===== src/rtl/lmpp_pkg.sv =====
`timescale 1ns / 1ps
package lmpp_pkg;

   // fixed field widths
   localparam int X_W      = 6;
   localparam int Y_W      = 4;
   localparam int COLOUR_W = 2;
   localparam int CHIP_W   = 4;
   localparam int ADDR_W   = 6;
   localparam int NIBBLE_W = 4;
   localparam int NDISP_W  = 2;

   // one chip: 64 words, green plane 0..31, red plane 32..63
   localparam int WORDS_PER_CHIP = 64;
   localparam int PLANE_WORDS    = WORDS_PER_CHIP / 2;
   localparam int WADDR_W        = $clog2(PLANE_WORDS);
   localparam int CIDX_W         = 3;

   localparam logic [NDISP_W-1:0] NDISP_RESET = 2'd1;

   // classified plot request, chip numbered from zero
   typedef struct packed {
      logic [CIDX_W-1:0]   chip_idx;
      logic [WADDR_W-1:0]  word_addr;
      logic [1:0]          bit_sel;
      logic [COLOUR_W-1:0] colour;
   } plot_entry_type;

   typedef struct packed {
      logic           valid;
      plot_entry_type entry;
   } plot_slot_type;

   typedef enum logic [2:0] {
      ST_CLEAR,
      ST_IDLE,
      ST_LOOK,
      ST_SEND_G,
      ST_SEND_R
   } back_state_type;

endpackage


===== src/rtl/lmpp_if.sv =====
`timescale 1ns / 1ps
interface lmpp_req_if;
   logic                             valid;
   logic                             ready;
   logic [lmpp_pkg::X_W-1:0]         pixel_x;
   logic [lmpp_pkg::Y_W-1:0]         pixel_y;
   logic [lmpp_pkg::COLOUR_W-1:0]    colour;

   modport source (output valid, output pixel_x, output pixel_y, output colour, input ready);
   modport sink   (input valid, input pixel_x, input pixel_y, input colour, output ready);
endinterface

interface lmpp_rsp_if;
   logic                             valid;
   logic                             ready;
   logic [lmpp_pkg::CHIP_W-1:0]      chip_number;
   logic [lmpp_pkg::ADDR_W-1:0]      word_address;
   logic [lmpp_pkg::NIBBLE_W-1:0]    nibble;
   logic                             last_write;

   modport source (output valid, output chip_number, output word_address, output nibble,
                   output last_write, input ready);
   modport sink   (input valid, input chip_number, input word_address, input nibble,
                   input last_write, output ready);
endinterface

interface lmpp_csr_if;
   logic                             valid;
   logic                             ready;
   logic [lmpp_pkg::NDISP_W-1:0]     num_displays;

   modport source (output valid, output num_displays, input ready);
   modport sink   (input valid, input num_displays, output ready);
endinterface


===== src/rtl/lmpp_ram.sv =====
`timescale 1ns / 1ps
module lmpp_ram #(
   parameter int WIDTH = 4,
   parameter int DEPTH = 256
) (
   input  logic                     clock,
   input  logic                     we,
   input  logic [$clog2(DEPTH)-1:0] waddr,
   input  logic [WIDTH-1:0]         wdata,
   input  logic [$clog2(DEPTH)-1:0] raddr,
   output logic [WIDTH-1:0]         rdata
);

   logic [WIDTH-1:0] mem_ff [DEPTH];
   logic [WIDTH-1:0] rdata_ff;

   always_ff @(posedge clock) begin
      if (we) begin
         mem_ff[waddr] <= wdata;
      end
      rdata_ff <= mem_ff[raddr];
   end

   assign rdata = rdata_ff;

endmodule


===== src/rtl/lmpp_front.sv =====
`timescale 1ns / 1ps
module lmpp_front #(
   parameter int MAX_CHIPS = 8
) (
   input  logic                    clock,
   input  logic                    reset,
   lmpp_req_if.sink                req_bus,
   lmpp_csr_if.sink                csr_bus,
   input  logic                    clearing,
   input  logic                    q_full,
   output lmpp_pkg::plot_slot_type push
);

   localparam logic [lmpp_pkg::CIDX_W:0] CHIP_LIMIT = (lmpp_pkg::CIDX_W + 1)'(MAX_CHIPS);

   logic [lmpp_pkg::NDISP_W-1:0] ndisp_ff, ndisp_in;
   logic [lmpp_pkg::CIDX_W-1:0]  chip_idx;
   logic                         col_ok, chip_ok, accept;

   assign csr_bus.ready = 1'b1;
   assign req_bus.ready = !q_full && !clearing;
   assign accept        = req_bus.valid && req_bus.ready;

   always_comb begin
      ndisp_in = ndisp_ff;
      if (csr_bus.valid) begin
         ndisp_in = csr_bus.num_displays;
      end
   end

   always_ff @(posedge clock) begin
      if (reset) begin
         ndisp_ff <= lmpp_pkg::NDISP_RESET;
      end else begin
         ndisp_ff <= ndisp_in;
      end
   end

   // chip - 1 = 4*board + 2*lower half + right half of board
   assign chip_idx = {req_bus.pixel_x[5], req_bus.pixel_y[3], req_bus.pixel_x[4]};
   assign col_ok   = {1'b0, req_bus.pixel_x[5]} < ndisp_ff;
   assign chip_ok  = {1'b0, chip_idx} < CHIP_LIMIT;

   always_comb begin
      push.valid           = accept && col_ok && chip_ok;
      push.entry.chip_idx  = chip_idx;
      push.entry.word_addr = {req_bus.pixel_x[3:0], req_bus.pixel_y[2]};
      push.entry.bit_sel   = req_bus.pixel_y[1:0];
      push.entry.colour    = req_bus.colour;
   end

endmodule


===== src/rtl/lmpp_queue.sv =====
`timescale 1ns / 1ps
module lmpp_queue (
   input  logic                    clock,
   input  logic                    reset,
   input  lmpp_pkg::plot_slot_type push,
   output logic                    full,
   output lmpp_pkg::plot_slot_type head,
   input  logic                    pop
);

   localparam int DEPTH = 2;
   localparam int PTR_W = $clog2(DEPTH);
   localparam int CNT_W = $clog2(DEPTH + 1);

   lmpp_pkg::plot_entry_type mem_ff [DEPTH];
   logic [PTR_W-1:0] wr_ptr_ff, wr_ptr_in, rd_ptr_ff, rd_ptr_in;
   logic [CNT_W-1:0] count_ff, count_in;
   logic             do_push, do_pop;

   assign full       = count_ff == CNT_W'(DEPTH);
   assign head.valid = count_ff != '0;
   assign head.entry = mem_ff[rd_ptr_ff];
   assign do_push    = push.valid && !full;
   assign do_pop     = pop && head.valid;

   always_comb begin
      wr_ptr_in = do_push ? wr_ptr_ff + PTR_W'(1) : wr_ptr_ff;
      rd_ptr_in = do_pop  ? rd_ptr_ff + PTR_W'(1) : rd_ptr_ff;
      count_in  = count_ff;
      if (do_push && !do_pop) begin
         count_in = count_ff + CNT_W'(1);
      end else if (do_pop && !do_push) begin
         count_in = count_ff - CNT_W'(1);
      end
   end

   always_ff @(posedge clock) begin
      if (reset) begin
         wr_ptr_ff <= '0;
         rd_ptr_ff <= '0;
         count_ff  <= '0;
      end else begin
         wr_ptr_ff <= wr_ptr_in;
         rd_ptr_ff <= rd_ptr_in;
         count_ff  <= count_in;
      end
   end

   always_ff @(posedge clock) begin
      if (do_push) begin
         mem_ff[wr_ptr_ff] <= push.entry;
      end
   end

endmodule


===== src/rtl/lmpp_back.sv =====
`timescale 1ns / 1ps
module lmpp_back #(
   parameter int MAX_CHIPS = 8
) (
   input  logic                    clock,
   input  logic                    reset,
   input  lmpp_pkg::plot_slot_type head,
   output logic                    pop,
   output logic                    clearing,
   lmpp_rsp_if.source              rsp_bus
);

   localparam int PLANE_DEPTH = MAX_CHIPS * lmpp_pkg::PLANE_WORDS;
   localparam int RAM_AW      = $clog2(PLANE_DEPTH);
   localparam logic [RAM_AW-1:0] CLR_LAST = RAM_AW'(PLANE_DEPTH - 1);

   lmpp_pkg::back_state_type state_ff, state_in;
   lmpp_pkg::plot_entry_type ent_ff, ent_in;
   logic [RAM_AW-1:0]             clr_ff, clr_in;
   logic [lmpp_pkg::NIBBLE_W-1:0] gnib_ff, gnib_in, rnib_ff, rnib_in;

   logic                          ram_we;
   logic [RAM_AW-1:0]             ram_waddr, ram_raddr;
   logic [lmpp_pkg::NIBBLE_W-1:0] g_wdata, r_wdata, g_rd, r_rd;
   logic [lmpp_pkg::NIBBLE_W-1:0] mask, g_new, r_new;
   logic [1:0]                    cur;
   logic                          changed;

   lmpp_ram #(.WIDTH(lmpp_pkg::NIBBLE_W), .DEPTH(PLANE_DEPTH)) u_green (
      .clock (clock),
      .we    (ram_we),
      .waddr (ram_waddr),
      .wdata (g_wdata),
      .raddr (ram_raddr),
      .rdata (g_rd)
   );

   lmpp_ram #(.WIDTH(lmpp_pkg::NIBBLE_W), .DEPTH(PLANE_DEPTH)) u_red (
      .clock (clock),
      .we    (ram_we),
      .waddr (ram_waddr),
      .wdata (r_wdata),
      .raddr (ram_raddr),
      .rdata (r_rd)
   );

   // read-modify-write on the looked-up pair
   assign mask    = 4'b1000 >> ent_ff.bit_sel;
   assign cur     = {|(r_rd & mask), |(g_rd & mask)};
   assign changed = cur != ent_ff.colour;
   assign g_new   = ent_ff.colour[0] ? (g_rd | mask) : (g_rd & ~mask);
   assign r_new   = ent_ff.colour[1] ? (r_rd | mask) : (r_rd & ~mask);

   always_comb begin
      state_in = state_ff;
      unique case (state_ff)
         lmpp_pkg::ST_CLEAR: begin
            if (clr_ff == CLR_LAST) begin
               state_in = lmpp_pkg::ST_IDLE;
            end
         end
         lmpp_pkg::ST_IDLE: begin
            if (head.valid) begin
               state_in = lmpp_pkg::ST_LOOK;
            end
         end
         lmpp_pkg::ST_LOOK: begin
            state_in = changed ? lmpp_pkg::ST_SEND_G : lmpp_pkg::ST_IDLE;
         end
         lmpp_pkg::ST_SEND_G: begin
            if (rsp_bus.ready) begin
               state_in = lmpp_pkg::ST_SEND_R;
            end
         end
         lmpp_pkg::ST_SEND_R: begin
            if (rsp_bus.ready) begin
               state_in = lmpp_pkg::ST_IDLE;
            end
         end
         default: begin
            state_in = lmpp_pkg::ST_IDLE;
         end
      endcase
   end

   always_comb begin
      clearing  = state_ff == lmpp_pkg::ST_CLEAR;
      pop       = (state_ff == lmpp_pkg::ST_IDLE) && head.valid;
      ram_raddr = RAM_AW'({head.entry.chip_idx, head.entry.word_addr});
      ent_in    = pop ? head.entry : ent_ff;
      clr_in    = clearing ? clr_ff + RAM_AW'(1) : clr_ff;
      ram_we    = 1'b0;
      ram_waddr = RAM_AW'({ent_ff.chip_idx, ent_ff.word_addr});
      g_wdata   = g_new;
      r_wdata   = r_new;
      gnib_in   = gnib_ff;
      rnib_in   = rnib_ff;
      if (clearing) begin
         ram_we    = 1'b1;
         ram_waddr = clr_ff;
         g_wdata   = '0;
         r_wdata   = '0;
      end else if ((state_ff == lmpp_pkg::ST_LOOK) && changed) begin
         ram_we  = 1'b1;
         gnib_in = g_new;
         rnib_in = r_new;
      end
   end

   always_ff @(posedge clock) begin
      if (reset) begin
         state_ff <= lmpp_pkg::ST_CLEAR;
         clr_ff   <= '0;
      end else begin
         state_ff <= state_in;
         clr_ff   <= clr_in;
      end
   end

   always_ff @(posedge clock) begin
      ent_ff  <= ent_in;
      gnib_ff <= gnib_in;
      rnib_ff <= rnib_in;
   end

   assign rsp_bus.valid        = (state_ff == lmpp_pkg::ST_SEND_G) ||
                                 (state_ff == lmpp_pkg::ST_SEND_R);
   assign rsp_bus.last_write   = state_ff == lmpp_pkg::ST_SEND_R;
   assign rsp_bus.chip_number  = lmpp_pkg::CHIP_W'(ent_ff.chip_idx) + lmpp_pkg::CHIP_W'(1);
   assign rsp_bus.word_address = {rsp_bus.last_write, ent_ff.word_addr};
   assign rsp_bus.nibble       = rsp_bus.last_write ? rnib_ff : gnib_ff;

endmodule


===== src/rtl/led_matrix_pixel_plotter.sv =====
`timescale 1ns / 1ps
// channel   dir  handshake        payload
// req_bus   in   valid / ready    pixel_x[5:0] pixel_y[3:0] colour[1:0]
// rsp_bus   out  valid / ready    chip_number[3:0] word_address[5:0] nibble[3:0] last_write
// csr_bus   in   valid / ready    num_displays[1:0] (ready always high)
//
// Back end: a plot that changes the pixel passes pop + shadow read, compare + write, green
//   write out, red write out (each held until rsp_bus.ready); one that changes nothing
//   ends at the compare; one off the matrix is never queued. Shadow reads are registered.
// Reset: synchronous; afterwards the shadow RAMs are zeroed, one word per cycle, all
//   MAX_CHIPS*32 words of each (256 at the default), with req_bus.ready low.
// Stalls: a 2-entry queue between front and back keeps req_bus moving while rsp_bus
//   is held off; the front stalls only when the queue is full or the shadow is clearing.
module led_matrix_pixel_plotter #(
   parameter int MAX_CHIPS = 8
) (
   input  logic        clock,
   input  logic        reset,
   lmpp_req_if.sink    req_bus,
   lmpp_rsp_if.source  rsp_bus,
   lmpp_csr_if.sink    csr_bus
);

   lmpp_pkg::plot_slot_type push;   // classified request into the queue
   lmpp_pkg::plot_slot_type head;   // oldest queued request
   logic                    q_full;
   logic                    pop;
   logic                    clearing;

   // front: csr register, bounds check, chip / address / bit decode
   lmpp_front #(.MAX_CHIPS(MAX_CHIPS)) u_front (
      .clock    (clock),
      .reset    (reset),
      .req_bus  (req_bus),
      .csr_bus  (csr_bus),
      .clearing (clearing),
      .q_full   (q_full),
      .push     (push)
   );

   lmpp_queue u_queue (
      .clock (clock),
      .reset (reset),
      .push  (push),
      .full  (q_full),
      .head  (head),
      .pop   (pop)
   );

   // back: shadow read-modify-write, emits the green/red write pair
   lmpp_back #(.MAX_CHIPS(MAX_CHIPS)) u_back (
      .clock    (clock),
      .reset    (reset),
      .head     (head),
      .pop      (pop),
      .clearing (clearing),
      .rsp_bus  (rsp_bus)
   );

   // no write leaves while the shadow is being zeroed
   assert property (@(posedge clock) disable iff (reset)
      clearing |-> !rsp_bus.valid && !pop)
      else $error("response or pop during shadow clear");

   // a green write is always followed by the red write of the same chip
   assert property (@(posedge clock) disable iff (reset)
      rsp_bus.valid && rsp_bus.ready && !rsp_bus.last_write |=>
         rsp_bus.valid && rsp_bus.last_write && $stable(rsp_bus.chip_number))
      else $error("red write does not follow green write");

   // back end only pops a queue that holds something
   assert property (@(posedge clock) disable iff (reset)
      pop |-> head.valid)
      else $error("pop from empty queue");

endmodule


===== src/flat_wrapper.sv =====
// flat-port wrapper written by rule: the top's interface ports become plain ports
module led_matrix_pixel_plotter_flat 
#(
   parameter int MAX_CHIPS = 8
)
  (clock, reset, req_bus_valid, req_bus_pixel_x, req_bus_pixel_y, req_bus_colour, req_bus_ready, rsp_bus_valid, rsp_bus_chip_number, rsp_bus_word_address, rsp_bus_nibble, rsp_bus_last_write, rsp_bus_ready, csr_bus_valid, csr_bus_num_displays, csr_bus_ready);
  lmpp_req_if req_bus_i ();
  lmpp_rsp_if rsp_bus_i ();
  lmpp_csr_if csr_bus_i ();
  input  logic clock;
  input  logic reset;
  input wire logic [$bits(req_bus_i.valid)-1:0] req_bus_valid;
  input wire logic [$bits(req_bus_i.pixel_x)-1:0] req_bus_pixel_x;
  input wire logic [$bits(req_bus_i.pixel_y)-1:0] req_bus_pixel_y;
  input wire logic [$bits(req_bus_i.colour)-1:0] req_bus_colour;
  output wire logic [$bits(req_bus_i.ready)-1:0] req_bus_ready;
  output wire logic [$bits(rsp_bus_i.valid)-1:0] rsp_bus_valid;
  output wire logic [$bits(rsp_bus_i.chip_number)-1:0] rsp_bus_chip_number;
  output wire logic [$bits(rsp_bus_i.word_address)-1:0] rsp_bus_word_address;
  output wire logic [$bits(rsp_bus_i.nibble)-1:0] rsp_bus_nibble;
  output wire logic [$bits(rsp_bus_i.last_write)-1:0] rsp_bus_last_write;
  input wire logic [$bits(rsp_bus_i.ready)-1:0] rsp_bus_ready;
  input wire logic [$bits(csr_bus_i.valid)-1:0] csr_bus_valid;
  input wire logic [$bits(csr_bus_i.num_displays)-1:0] csr_bus_num_displays;
  output wire logic [$bits(csr_bus_i.ready)-1:0] csr_bus_ready;
  assign req_bus_i.valid = req_bus_valid;
  assign req_bus_i.pixel_x = req_bus_pixel_x;
  assign req_bus_i.pixel_y = req_bus_pixel_y;
  assign req_bus_i.colour = req_bus_colour;
  assign req_bus_ready = req_bus_i.ready;
  assign rsp_bus_valid = rsp_bus_i.valid;
  assign rsp_bus_chip_number = rsp_bus_i.chip_number;
  assign rsp_bus_word_address = rsp_bus_i.word_address;
  assign rsp_bus_nibble = rsp_bus_i.nibble;
  assign rsp_bus_last_write = rsp_bus_i.last_write;
  assign rsp_bus_i.ready = rsp_bus_ready;
  assign csr_bus_i.valid = csr_bus_valid;
  assign csr_bus_i.num_displays = csr_bus_num_displays;
  assign csr_bus_ready = csr_bus_i.ready;
  led_matrix_pixel_plotter #(.MAX_CHIPS(MAX_CHIPS)) u_core (.clock(clock), .reset(reset), .req_bus(req_bus_i), .rsp_bus(rsp_bus_i), .csr_bus(csr_bus_i));
endmodule

===== config.mk =====
export PLATFORM = sky130hd
export DESIGN_NAME = led_matrix_pixel_plotter_flat
export DESIGN_NICKNAME = d
export VERILOG_FILES = /design/src/rtl/lmpp_pkg.sv /design/src/rtl/lmpp_if.sv /design/src/rtl/lmpp_ram.sv /design/src/rtl/lmpp_front.sv /design/src/rtl/lmpp_queue.sv /design/src/rtl/lmpp_back.sv /design/src/rtl/led_matrix_pixel_plotter.sv /design/src/flat_wrapper.sv
export SDC_FILE = /design/constraint.sdc
export NUM_CORES = 2
export LEC_CHECK = 0
export BUFFER_PORTS_ARGS = -buffer_cell sky130_fd_sc_hd__clkbuf_2
export CELL_PAD_IN_SITES_DETAIL_PLACEMENT = 0
export CELL_PAD_IN_SITES_GLOBAL_PLACEMENT = 1
export CORE_UTILIZATION = 50
export CTS_CLUSTER_SIZE = 20
export DETAILED_ROUTE_END_ITERATION = 10
export HOLD_SLACK_MARGIN = 0.15
export PLACE_DENSITY = 0.82
export SYNTH_ARGS = -nofsm -noshare
export SYNTH_HDL_FRONTEND = slang
export SYNTH_SLANG_ARGS = --single-unit
export TNS_END_PERCENT = 50

===== constraint.sdc =====
create_clock -name clock -period 16.46 [get_ports clock]
set_clock_uncertainty 0.2 [all_clocks]
set_input_delay 2.469 -clock clock [delete_from_list [all_inputs] [get_ports clock]]
set_output_delay 2.469 -clock clock [all_outputs]
set_load 0.01 [all_outputs]

==> flow_summary.json <==
{
  "power.combinational.fraction_pct": 0.4,
  "dpl-instance-area_um2": 85900,
  "post_cts_buffers": 0,
  "required_ns": 16.97,
  "critPathMostFrequentCell": "sky130_fd_sc_hd__buf_4",
  "die-width_um": 410,
  "weighted_congestion_at_the_end_of_routability_driven_global_placement": 0.856,
  "first_iter_violations": 6857,
  "synthesized_area_fraction_occupied_by_and_or_nand_nor_cells_pct": 7.01,
  "status": "finished, final reports clean",
  "post-route-period-util_pct": 36.1,
  "critPathMaxStageDelay_ns": 0.96,
  "final.setup.worst_slack_ns": 10.52,
  "clock_power_share_pct": 43.3,
  "timing_worst_slew_pin_value_ns": 1.32,
  "worstPathCellList": "buf_4 -> mux2i_4 -> buf_12 -> inv_6 -> buf_4 -> buf_4 -> o221ai_1 -> a21oi_1 -> o22ai_1 -> nor4_1 -> nor2_1 -> or3_1",
  "r2r.worst_path.cells": 12,
  "areaGrowthSynthToFinish_pct": 10.8,
  "total_power_mw": 10.4,
  "synth_async_reset_ratio_pct": 0,
  "postCtsResizedCells": 0,
  "dr.pass1.iters": 6,
  "worst_slew_margin_rel_pct": 11.2,
  "crit_arrival_ns": 6.45,
  "clkLatencyLatePin_ns": 0.83,
  "pre_cts_setup_slack_ns": 10.63,
  "start_util_pct": 50.4,
  "peak_supply_drop_mv": 0.0836,
  "hold_path.startpoint": "u_core.u_back.clr_ff[1]$_SDFFE_PP0P_",
  "globalRouteMet2Util_pct": 40.4,
  "globalRoute.busiestLayer": "met2",
  "hpwl_detailed_um": 126000,
  "cts_root_cell": "sky130_fd_sc_hd__clkbuf_16",
  "critical_path.n_buffers_inverters": 5,
  "cts.htree.levels": 4,
  "worst_setup_path_start_kind": "flip-flop",
  "synth.mux.area_fraction_pct": 9.61,
  "achievable-frequency_ghz": 0.168,
  "min_period_ns": 5.94,
  "mostFrequentLayoutCell": "sky130_fd_sc_hd__edfxtp_1",
  "yosys_most_used_dff": "sky130_fd_sc_hd__edfxtp_1",
  "grt_antenna_before_repair": 15,
  "grt_overflow_total": 0,
  "pin_count_of_the_biggest_net_entering_global_routing": 221,
  "grt.met3_usage_pct": 6.06,
  "hold-path-cell-count": 2,
  "io_pins": 37,
  "hold_buffers": 0,
  "synth.lib_cells_used.distinct": 56,
  "report.final.hold_viol_count": 0,
  "synth_compound_gate_area_share_pct": 5.31,
  "synth_xor_area_share_pct": 0.126,
  "synth-edff-count": 2092,
  "grt_first_pass_wirelength_um": 321000,
  "cellLeakagePower_nw": 26.7,
  "hold-path-endpoint": "u_core.u_back.clr_ff[1]$_SDFFE_PP0P_",
  "regToRegEndpoint": "u_core.u_back.u_green.rdata[2]$_DFF_P_",
  "cellInternalPower_mw": 8.39,
  "cts.sinks": 2118,
  "yosys_warnings": 0,
  "top_cell_family_by_delay_on_the_critical_path": "buffers and inverters",
  "routed_wirelength_um": 225000,
  "syn-cell-area_um2": 83300,
  "cp_slowest_cell": "sky130_fd_sc_hd__nor4_1",
  "placement_rows": 149,
  "switching_share_pct": 19.3,
  "drc": 0,
  "io_buffer_count": 35,
  "synth.ff_latch_count": 2118,
  "synth_top_family_by_area": "multiplexers",
  "num_vias": 47900,
  "power_density_nw_per_um2": 113,
  "grtUsageTotal_pct": 26.5,
  "worst-r2r-setup-slack_ns": 10.52,
  "power.share.sequential_pct": 56.2,
  "p_switching_mw": 2.00,
  "setup_viol": 0,
  "share_of_post_route_cells_with_drive_strength_above_1_pct": 12.1,
  "max-clock-path-buffers": 3,
  "synthesized_netlist_cell_count": 5132,
  "max-cap-violations": 0,
  "clock_pin_transition_on_the_worst_setup_and_hold_timing_paths_ns": 0.06,
  "die_h_um": 410,
  "setup.worst_path.end_class": "flip-flop",
  "gr-usage-met1_pct": 36.5,
  "grt_pass1_vias": 45600,
  "final.setup.tns_ns": 0,
  "fraction_of_the_mapped_netlist_area_in_adder_cells_pct": 0.0451,
  "critical_path_peak_fanout": 79,
  "final_design_area_no_fill_um2": 92300,
  "final_ant_viol_nets": 0,
  "cts_tree": "done",
  "die_area_um2": 168000,
  "layout.nets": 5153,
  "mostFrequentLayoutCells": "sky130_fd_sc_hd__edfxtp_1, sky130_fd_sc_hd__nand2_1, sky130_fd_sc_hd__mux2i_1",
  "routed_wire_length_per_instance_um": 30.0,
  "ratio_of_routed_vias_to_standard_cells": 6.39,
  "finalMaxSlewViolations": 0,
  "yosysSeqAreaShare_pct": 76.0,
  "cts_inserted_buffers": 202,
  "rsz0062_at_grt": "false",
  "core_region_um2": 165000,
  "layout.filler_cells": 12500,
  "mappedNetlistNets": 5154,
  "min_path_type": "reg -> reg",
  "postSynthAreaPerCell_um2": 16.2,
  "critical_path_class": "reg -> reg"
}
[routing by layer]
metal / vias to the layer above / share of wire [%]
li1: 20100 / -
met1: 24200 / 38
met2: 3035 / 46
met3: 506 / 11
met4: 14 / 4.8
met5: - / 0.049
[area by class of cell]
class,count,area (µm²),share of cell area (%)
clock buffer,243,5400,5.85
antenna,4,10.0,0.0108
timing repair buffer,129,1040,1.13
multi-input combinational,2665,18700,20.3
inverter,15,76.3,0.0827
sequential,2118,63300,68.6
clock inverter,125,982,1.06
tap,2189,2740,2.97
[power groups by stage]
stage	Combinational, mW	Clock [mW]	Sequential (mW)
finish	0.0464	4.50	5.85
global placement	0.0443	0	5.96
CTS	0.0446	4.53	5.85
detailed placement	0.0445	0	5.96
global route	0.0460	4.73	5.84
floorplan	0.0150	0	5.96
[how the worst max path moves through the flow]
stage / start / end / slack [ns] / cells past startpoint
4_1_cts: flip-flop / u_core.u_back.u_green.rdata[2]$_DFF_P_ / 10.63 / 12
3_5_place_dp: flip-flop / u_core.u_back.u_green.rdata[2]$_DFF_P_ / 10.63 / 12
5_1_grt: flip-flop / u_core.u_back.u_green.rdata[2]$_DFF_P_ / 10.45 / 12
2_1_floorplan: u_core.u_back.state_ff[1]$_SDFFE_PP0P_ / u_core.u_back.u_green.mem_ff[0][0]$_DFFE_PP_ / 10.68 / 6
3_3_place_gp: flip-flop / u_core.u_back.u_red.rdata[2]$_DFF_P_ / 10.44 / 11
6_report: flip-flop / u_core.u_back.u_green.rdata[2]$_DFF_P_ / 10.52 / 12
[state kept, by name, summed over array words and instances, names as in the netlist, named ones only]
signal	cells
u_core.u_back.u_red.mem_ff	1024
u_core.u_back.state_ff	3
u_core.u_back.rsp_bus.word_address	5
u_core.u_queue.rd_ptr_ff	1
u_core.u_back.rnib_ff	4
u_core.u_queue.mem_ff	24
u_core.u_back.ent_ff	7
u_core.u_back.gnib_ff	4
u_core.u_queue.wr_ptr_ff	1
u_core.u_back.clr_ff	8
u_core.u_back.u_green.rdata	4
u_core.u_back.u_red.rdata	4
u_core.u_queue.count_ff	2
u_core.u_back.u_green.mem_ff	1024
u_core.u_front.ndisp_ff	2
[stage by stage]
stage	std cells	hold WS [ns]	utilization, %
detailed placement	7116	0.307	52.0
global route	7484	0.347	55.9
finish	7488	0.318	55.9
CTS	7484	0.316	55.9
global placement	7112	0.280	52.0
floorplan	5132	0.261	-
[cells by family (layout without fill, tap and decap cells)]
group,count (synthesis),after routing
compound gates,673,673
other cells,1,5
fa+ha+maj,3,3
mux,604,604
flops,2118,2118
xor+xnor,12,12
simple gates,1372,1372
buf+inv,349,512
[Yosys cell counts, types with 3 or more instances]
cell,count,share of area (%)
sky130_fd_sc_hd__a31oi_1,55,0.41
sky130_fd_sc_hd__o21ai_1,3,0.018
sky130_fd_sc_hd__and3_1,4,0.030
sky130_fd_sc_hd__nor2b_1,5,0.038
sky130_fd_sc_hd__edfxtp_1,2092,75
sky130_fd_sc_hd__o22a_1,8,0.084
sky130_fd_sc_hd__buf_4,45,0.41
sky130_fd_sc_hd__and2_1,9,0.068
sky130_fd_sc_hd__nand2_1,637,2.9
sky130_fd_sc_hd__nand4_1,23,0.17
sky130_fd_sc_hd__ha_1,3,0.045
sky130_fd_sc_hd__xor2_1,7,0.074
sky130_fd_sc_hd__nor3_1,59,0.35
sky130_fd_sc_hd__buf_1,48,0.22
sky130_fd_sc_hd__a21o_1,6,0.054
sky130_fd_sc_hd__mux2_2,16,0.22
sky130_fd_sc_hd__a21oi_1,165,0.99
sky130_fd_sc_hd__nand3_1,276,1.7
sky130_fd_sc_hd__o221ai_1,115,1.2
sky130_fd_sc_hd__xnor2_1,5,0.053
sky130_fd_sc_hd__o21ai_0,100,0.60
sky130_fd_sc_hd__nand3b_1,12,0.11
sky130_fd_sc_hd__or3_1,13,0.098
sky130_fd_sc_hd__a32oi_1,3,0.032
sky130_fd_sc_hd__a2111oi_0,37,0.39
sky130_fd_sc_hd__o22ai_1,122,0.92
sky130_fd_sc_hd__o31ai_1,6,0.054
sky130_fd_sc_hd__dfxtp_1,26,0.62
sky130_fd_sc_hd__a311oi_1,40,0.42
sky130_fd_sc_hd__nor2_1,301,1.4
sky130_fd_sc_hd__clkbuf_1,189,0.85
sky130_fd_sc_hd__mux2i_1,433,5.2
sky130_fd_sc_hd__nor4_1,21,0.16
sky130_fd_sc_hd__inv_2,3,0.014
sky130_fd_sc_hd__nand2b_1,6,0.045
sky130_fd_sc_hd__inv_1,12,0.054
sky130_fd_sc_hd__buf_2,51,0.31
sky130_fd_sc_hd__mux4_2,154,4.2
sky130_fd_sc_hd__a2bb2oi_1,3,0.032
[tightest hold or removal path: cells and delay by family (launching register included)]
kind	cells	cell delay, ns
DFF	1	0.35
and+or+nand+nor	1	0.07
AOI/OAI and AO/OA	1	0.05
No activity file was read; power rests on OpenSTA's default activity.
